## src/sv/sact_pkg.sv

```systemverilog
// Shared types, codes and default sizes of the set-associative cache tag store.
package sact_pkg;

  localparam int unsigned DEF_NUM_SETS = 64;
  localparam int unsigned DEF_NUM_WAYS = 8;
  localparam int unsigned DEF_TAG_BITS = 32;

  localparam int unsigned SET_IDX_W = 6;
  localparam int unsigned TAG_IN_W  = 32;
  localparam int unsigned WAY_OUT_W = 3;

  localparam logic REG_POLICY = 1'b0;

  typedef enum logic [1:0] {
    POL_LRU  = 2'd0,
    POL_FIFO = 2'd1,
    POL_PLRU = 2'd2,
    POL_RSVD = 2'd3
  } policy_e;

  typedef enum logic [1:0] {
    BK_CLEAR,
    BK_IDLE,
    BK_LOOKUP,
    BK_WRITE
  } back_state_e;

  typedef struct packed {
    logic                 func;
    logic [SET_IDX_W-1:0] set_index;
    logic [TAG_IN_W-1:0]  tag;
  } in_item_t;

  typedef struct packed {
    logic                 hit;
    logic                 fetch_next_level;
    logic [WAY_OUT_W-1:0] way_used;
    logic                 evicted;
    logic                 writeback;
    logic [TAG_IN_W-1:0]  victim_tag;
  } out_item_t;

  typedef struct packed {
    logic clearing;
  } back_status_t;

endpackage

```

## src/sv/sact_queue.sv

```systemverilog
// Small first-in first-out queue that decouples two sides of the block.
module sact_queue
  import sact_pkg::*;
#(
  parameter int unsigned WIDTH = 8,
  parameter int unsigned DEPTH = 2
) (
  input  logic             clk_i,
  input  logic             rst_ni,
  input  logic             push_i,
  input  logic [WIDTH-1:0] data_i,
  output logic             full_o,
  input  logic             pop_i,
  output logic [WIDTH-1:0] data_o,
  output logic             empty_o
);

  localparam int unsigned PTR_W = (DEPTH > 1) ? $clog2(DEPTH) : 1;
  localparam int unsigned CNT_W = $clog2(DEPTH + 1);

  logic [WIDTH-1:0] mem_q [DEPTH];
  logic [PTR_W-1:0] wr_q, wr_d, rd_q, rd_d;
  logic [CNT_W-1:0] cnt_q, cnt_d;
  logic             do_push, do_pop;

  assign full_o  = (cnt_q == CNT_W'(DEPTH));
  assign empty_o = (cnt_q == '0);
  assign do_push = push_i && !full_o;
  assign do_pop  = pop_i && !empty_o;
  assign data_o  = mem_q[rd_q];

  always_comb begin
    wr_d  = wr_q;
    rd_d  = rd_q;
    cnt_d = cnt_q;
    if (do_push) begin
      wr_d = (wr_q == PTR_W'(DEPTH - 1)) ? '0 : wr_q + 1'b1;
    end
    if (do_pop) begin
      rd_d = (rd_q == PTR_W'(DEPTH - 1)) ? '0 : rd_q + 1'b1;
    end
    if (do_push && !do_pop) begin
      cnt_d = cnt_q + 1'b1;
    end else if (do_pop && !do_push) begin
      cnt_d = cnt_q - 1'b1;
    end
  end

  always_ff @(posedge clk_i or negedge rst_ni) begin
    if (!rst_ni) begin
      wr_q  <= '0;
      rd_q  <= '0;
      cnt_q <= '0;
    end else begin
      wr_q  <= wr_d;
      rd_q  <= rd_d;
      cnt_q <= cnt_d;
    end
  end

  always_ff @(posedge clk_i) begin
    if (do_push) begin
      mem_q[wr_q] <= data_i;
    end
  end

endmodule

```

## config.mk

```make
export PLATFORM = sky130hd
export DESIGN_NAME = sact_queue
export DESIGN_NICKNAME = d
export VERILOG_FILES = /design/src/sv/sact_pkg.sv /design/src/sv/sact_queue.sv
export SDC_FILE = /design/constraint.sdc
export NUM_CORES = 1
export LEC_CHECK = 0
export BUFFER_PORTS_ARGS = -buffer_cell sky130_fd_sc_hd__buf_2
export CAP_MARGIN = 20
export CORE_UTILIZATION = 48
export DETAILED_ROUTE_END_ITERATION = 7
export GPL_ROUTABILITY_DRIVEN = 0
export GPL_TIMING_DRIVEN = 0
export PLACE_DENSITY = 0.75
export SYNTH_ARGS = -nofsm -noshare
export SYNTH_HDL_FRONTEND = slang
export SYNTH_SLANG_ARGS = --single-unit
```

## constraint.sdc

```tcl
create_clock -name clk_i -period 1.6 [get_ports clk_i]
set_input_delay 0.24 -clock clk_i [delete_from_list [all_inputs] [get_ports clk_i]]
set_output_delay 0.24 -clock clk_i [all_outputs]
set_load 0.02 [all_outputs]
```

# [Word-level counts from Yosys, hierarchy flattened]
# Memory sizes are Yosys's and may differ from the RTL's.
# Index checks and enable logic that the tools add are counted.
[word_totals] register_bits=4 ram_bits=16 output_inout_bits=10 wordCells=25 n_memories=1
[memory_table] name="mem_q" words=2 word_bits=8 read_ports=1 rd_clocked_by_memory_dff=0 write_ports=1 line="sact_queue.sv:21" rtl="logic [WIDTH-1:0] mem_q [DEPTH];"
[classes] addsub=4 eq_ne=1 n_mux=6 reduce_logical=10
[ops] op="$logic_and 1x1->1" count=4
[ops] op="$logic_not 1->1" count=4
[ops] op="$mux 1" count=4
[ops] op="$mux 2" count=2
[ops] op="$add 1x1->1 const B" count=2
[ops] op="$add 2x1->2 const B" count=1
[ops] op="$eq 2x2->1 const B" count=1
[ops] op="$logic_not 2->1" count=1
[ops] op="$reduce_bool 2->1" count=1
[ops] op="$sub 2x1->2 const B" count=1

# [Logic depth before layout (Yosys ltp)]
[logic_depth] ltp_word=7 ltp_mapped=7 ltp_nobuf=7

# [Worst setup path after synthesis]
# No wires, ideal clock.
[synth_path] kind="register -> register" startpoint="register cnt_q[0]" endpoint="memory mem_q[0][0], enable pin" setup_time_ns=0.370 arrival_time_ns=1.022 t_required_ns=1.230 setup_slack_ns=0.208 stages_incl_launch_ff=4 synth_period_minus_slack_ns=1.392 cell_sequence="dfrtp_1 -> nand2b_1 -> nand2_2 -> nor2_1"
[synth_between] elab_chain_len=5
[synth_lines] item="start, declared" line="sact_queue.sv:23" rtl="logic [CNT_W-1:0] cnt_q, cnt_d;"
[synth_lines] item="start signal, assigned" line="sact_queue.sv:57" rtl="cnt_q <= cnt_d;"
[synth_lines] item="$eq 2x2->1" line="sact_queue.sv:26" rtl="assign full_o = (cnt_q == CNT_W'(DEPTH));"
[synth_lines] item="$logic_not 1->1" line="sact_queue.sv:28" rtl="assign do_push = push_i && !full_o;"
[synth_lines] item="$logic_and 1x1->1" line="sact_queue.sv:28"
[synth_lines] item="$mux 1" line="sact_queue.sv:62" rtl="if (do_push) begin"
[synth_lines] item="$mux 1 (not written as such)" line="sact_queue.sv:63" rtl="mem_q[wr_q] <= data_i;"
[synth_lines] item="end, declared" line="sact_queue.sv:21"
# Every way passes these cells.

# [Worst setup path in the final report]
[layout_path] startpoint="register rd_q" endpoint="output data_o[7]"
[layout_between] elab_chain_len=1
[layout_lines] item="start, declared" line="sact_queue.sv:22" rtl="logic [PTR_W-1:0] wr_q, wr_d, rd_q, rd_d;"
[layout_lines] item="start signal, assigned" line="sact_queue.sv:56" rtl="rd_q <= rd_d;"
[layout_lines] item="$mem_v2 2x8"
[layout_lines] item="end, declared" line="sact_queue.sv:14" rtl="output logic [WIDTH-1:0] data_o,"
# Every way passes these cells.

==> results_dict.tcl <==
set metrics [dict create \
    slew_headroom_pct 72.4 \
    synth_xor_xnor_area_share_pct 6.56 \
    yosysWarnings 0 \
    first_global_vias 451 \
    path_max_fanout 9 \
    fin_crit_sh_pct 96.1 \
    cts_buffer_depth 2 \
    slew_viol_final 0 \
    first_pass_iters 3 \
    synth_cell_type_count 15 \
    synth_nets 57 \
    regArea_sq_um 581 \
    ys_seq_area_share_pct 74.2 \
    viasPerCell 5.08 \
    detail_route.wl_per_cell_um 12.9 \
    grt_usage_pct 15.3 \
    synth_top_area_cell "edfxtp_1" \
    n_fill_cell 118 \
    layout-drive-gt1-share_pct 43.7 \
    power.density_nw_per_um2 1820 \
    period_minus_slack_ps 1540 \
    synth_area_leaders "edfxtp_1 (61%), dfrtp_1 (13%), mux2_1 (8.6%)" \
    synthSimpleGateAreaFrac_pct 3.84 \
    multi_input_area_sq_um 191 \
    grt_pass1_wl_um 1900 \
    utilization_pct 63.7 \
    dieArea_sq_um 1790 \
    clk_pin_slew_ps 100 \
    place_ws_ps -44.9 \
    worstSetupPathType "register to output pin" \
    postSynthAreaPerCell_sq_um 17.8 \
    start_util_pct 51.9 \
    clk_latency_ps 290 \
    skew_ps 4.45 \
    synth_compound_area_share_pct 0.640 \
    fmax_mhz 650 \
    io_pins 22 \
    ir_drop_mv 1.06 \
    crit_path_start_kind "register" \
    setup_viol 0 \
    hold_class "input port to register" \
    drt_iter0_drc 7 \
    cts_buffers 3 \
    required_ps 1360 \
    core_area_sq_um 1510 \
    arrival_ps 1300 \
    root_buffer "clkbuf_4" \
    cts_tree "yes" \
    drc 0 \
    hold_viol 0 \
    fin_nets 85 \
    worst_pin_slew_ps 413 \
    die_height_um 42.4 \
    antenna_left 0 \
    synth_top_family_by_area "multiplexers" \
    rsz0062_at_grt "true" \
    hpwl_um 800 \
    p_leak_nw 0.404 \
    status "complete, no violations" \
    totalWireLength_um 1120 \
    yosys_register_bits 20 \
    globalRouteOverflowTotal 0 \
    antenna_found_initial 0 \
    routed-via-count 442 \
    die-width_um 42.4 \
    clock_sinks 20 \
    layout_setup_ws_ps 62.0 \
    htree_num_levels 1 \
    synth_adder_area_share_pct 1.60 \
    maxCapViolCount 0 \
    endpoint_kind "output pin" \
    grt_max_degree 12 \
    syn_area_sq_um 782 \
    synthCells 44 \
    diodes 0 \
    num_rows 14 \
    areaGrowthSynthToFinish_pct 22.7 \
    synthDominantCellAreaShare_pct 61.4 \
    io_buffers 21 \
    muxShareOfSynthArea_pct 11.5 \
]
cell families (layout without fill, tap and decap cells):
logic type / after synthesis / in the layout
compound gates: 1 / 1
xor+xnor: 5 / 5
fa+ha+maj: 1 / 1
buf+inv: 3 / 30
flops: 20 / 20
mux: 8 / 8
simple gates: 6 / 6
layer usage:
layer	vias up	global-route usage [%]	share of wire, %
met4	0	5.63	0
li1	213	-	-
met3	0	6.47	3.7
met2	11	27.4	57
met1	218	15.6	40
met5	-	0	0
worst max-delay path: stages (launching register included):
cell and delay [ps]:
dfrtp_1 360, buf_6 150, mux2_2 340, buf_2 160
final cells by class:
cell class	count	share of cell area, %
clock buffer	4	2.74
multi-input combinational	21	19.9
inverter	2	0.782
sequential	20	60.5
timing repair buffer	23	12.8
buffer	1	1.17
tap	16	2.09
metrics by stage:
| step | std cells | hold WS [ps] | total power, mW | instance area, sq um | setup TNS, ps |
|---|---|---|---|---|---|
| 2_1_floorplan | 44 | -55.6 | 1.29 | 782 | 0 |
| 4_1_cts | 86 | 122 | 1.75 | 948 | 0 |
| 3_5_place_dp | 81 | 55.1 | 1.49 | 907 | -358 |
| 5_1_grt | 87 | 104 | 1.86 | 960 | -1.99 |
| 3_3_place_gp | 81 | 48.9 | 1.47 | 907 | 0 |
| 6_report | 87 | 132 | 1.75 | 960 | 0 |
synthesized netlist by cell type (all sizes together):
| master | number |
|---|---|
| and3 | 1 |
| nand2b | 1 |
| nand2 | 1 |
| nor2 | 3 |
| ha | 1 |
| xor2 | 2 |
| inv | 2 |
| o21ai | 1 |
| dfrtp | 4 |
| mux2 | 8 |
| xnor2 | 3 |
| edfxtp | 16 |
| buf | 1 |
power by group:
part	internal, mW	switching (mW)
Clock	0.0968	0.136
Sequential	0.728	0.0750
Combinational	0.312	0.398
registers in the layout, summed over array words and instances, names as in the netlist:
signal and count:
cnt_q 2, mem_q 16, rd_q 1, wr_q 1
placed cells by master (no fill, tap or decap), types with 2 or more instances in the layout:
cell type and count:
inv_1 2, edfxtp_1 16, buf_2 21, clkbuf_4 3, nor2_1 2, xnor2_1 2
mux2_1 6, xor2_1 2, mux2_2 2, dfrtp_1 4
worst paths after layout:
path	startpoint	end	slack, ps	depth (start not counted)
hold reg to reg	cnt_q[1]	cnt_q[1]	530	1
max in group asynchronous	rst_ni	cnt_q[1]	1190	2
hold / removal	data_i[2]	mem_q[1][2]	130	1
setup / recovery	rd_q	data_o[7]	60	3
min in group asynchronous	rst_ni	rd_q	280	2
setup reg to reg	cnt_q[0]	cnt_q[1]	110	6
timing repair:
action                                 4_1_cts  5_1_grt
resized for setup                            2        1
pin swaps                                    0        0
setup endpoints to repair                   16        8
endpoints found under the hold margin        4        0
hold buffers                                 1        0
buffers inserted                             0        1
(Power assumes the default switching activity.)
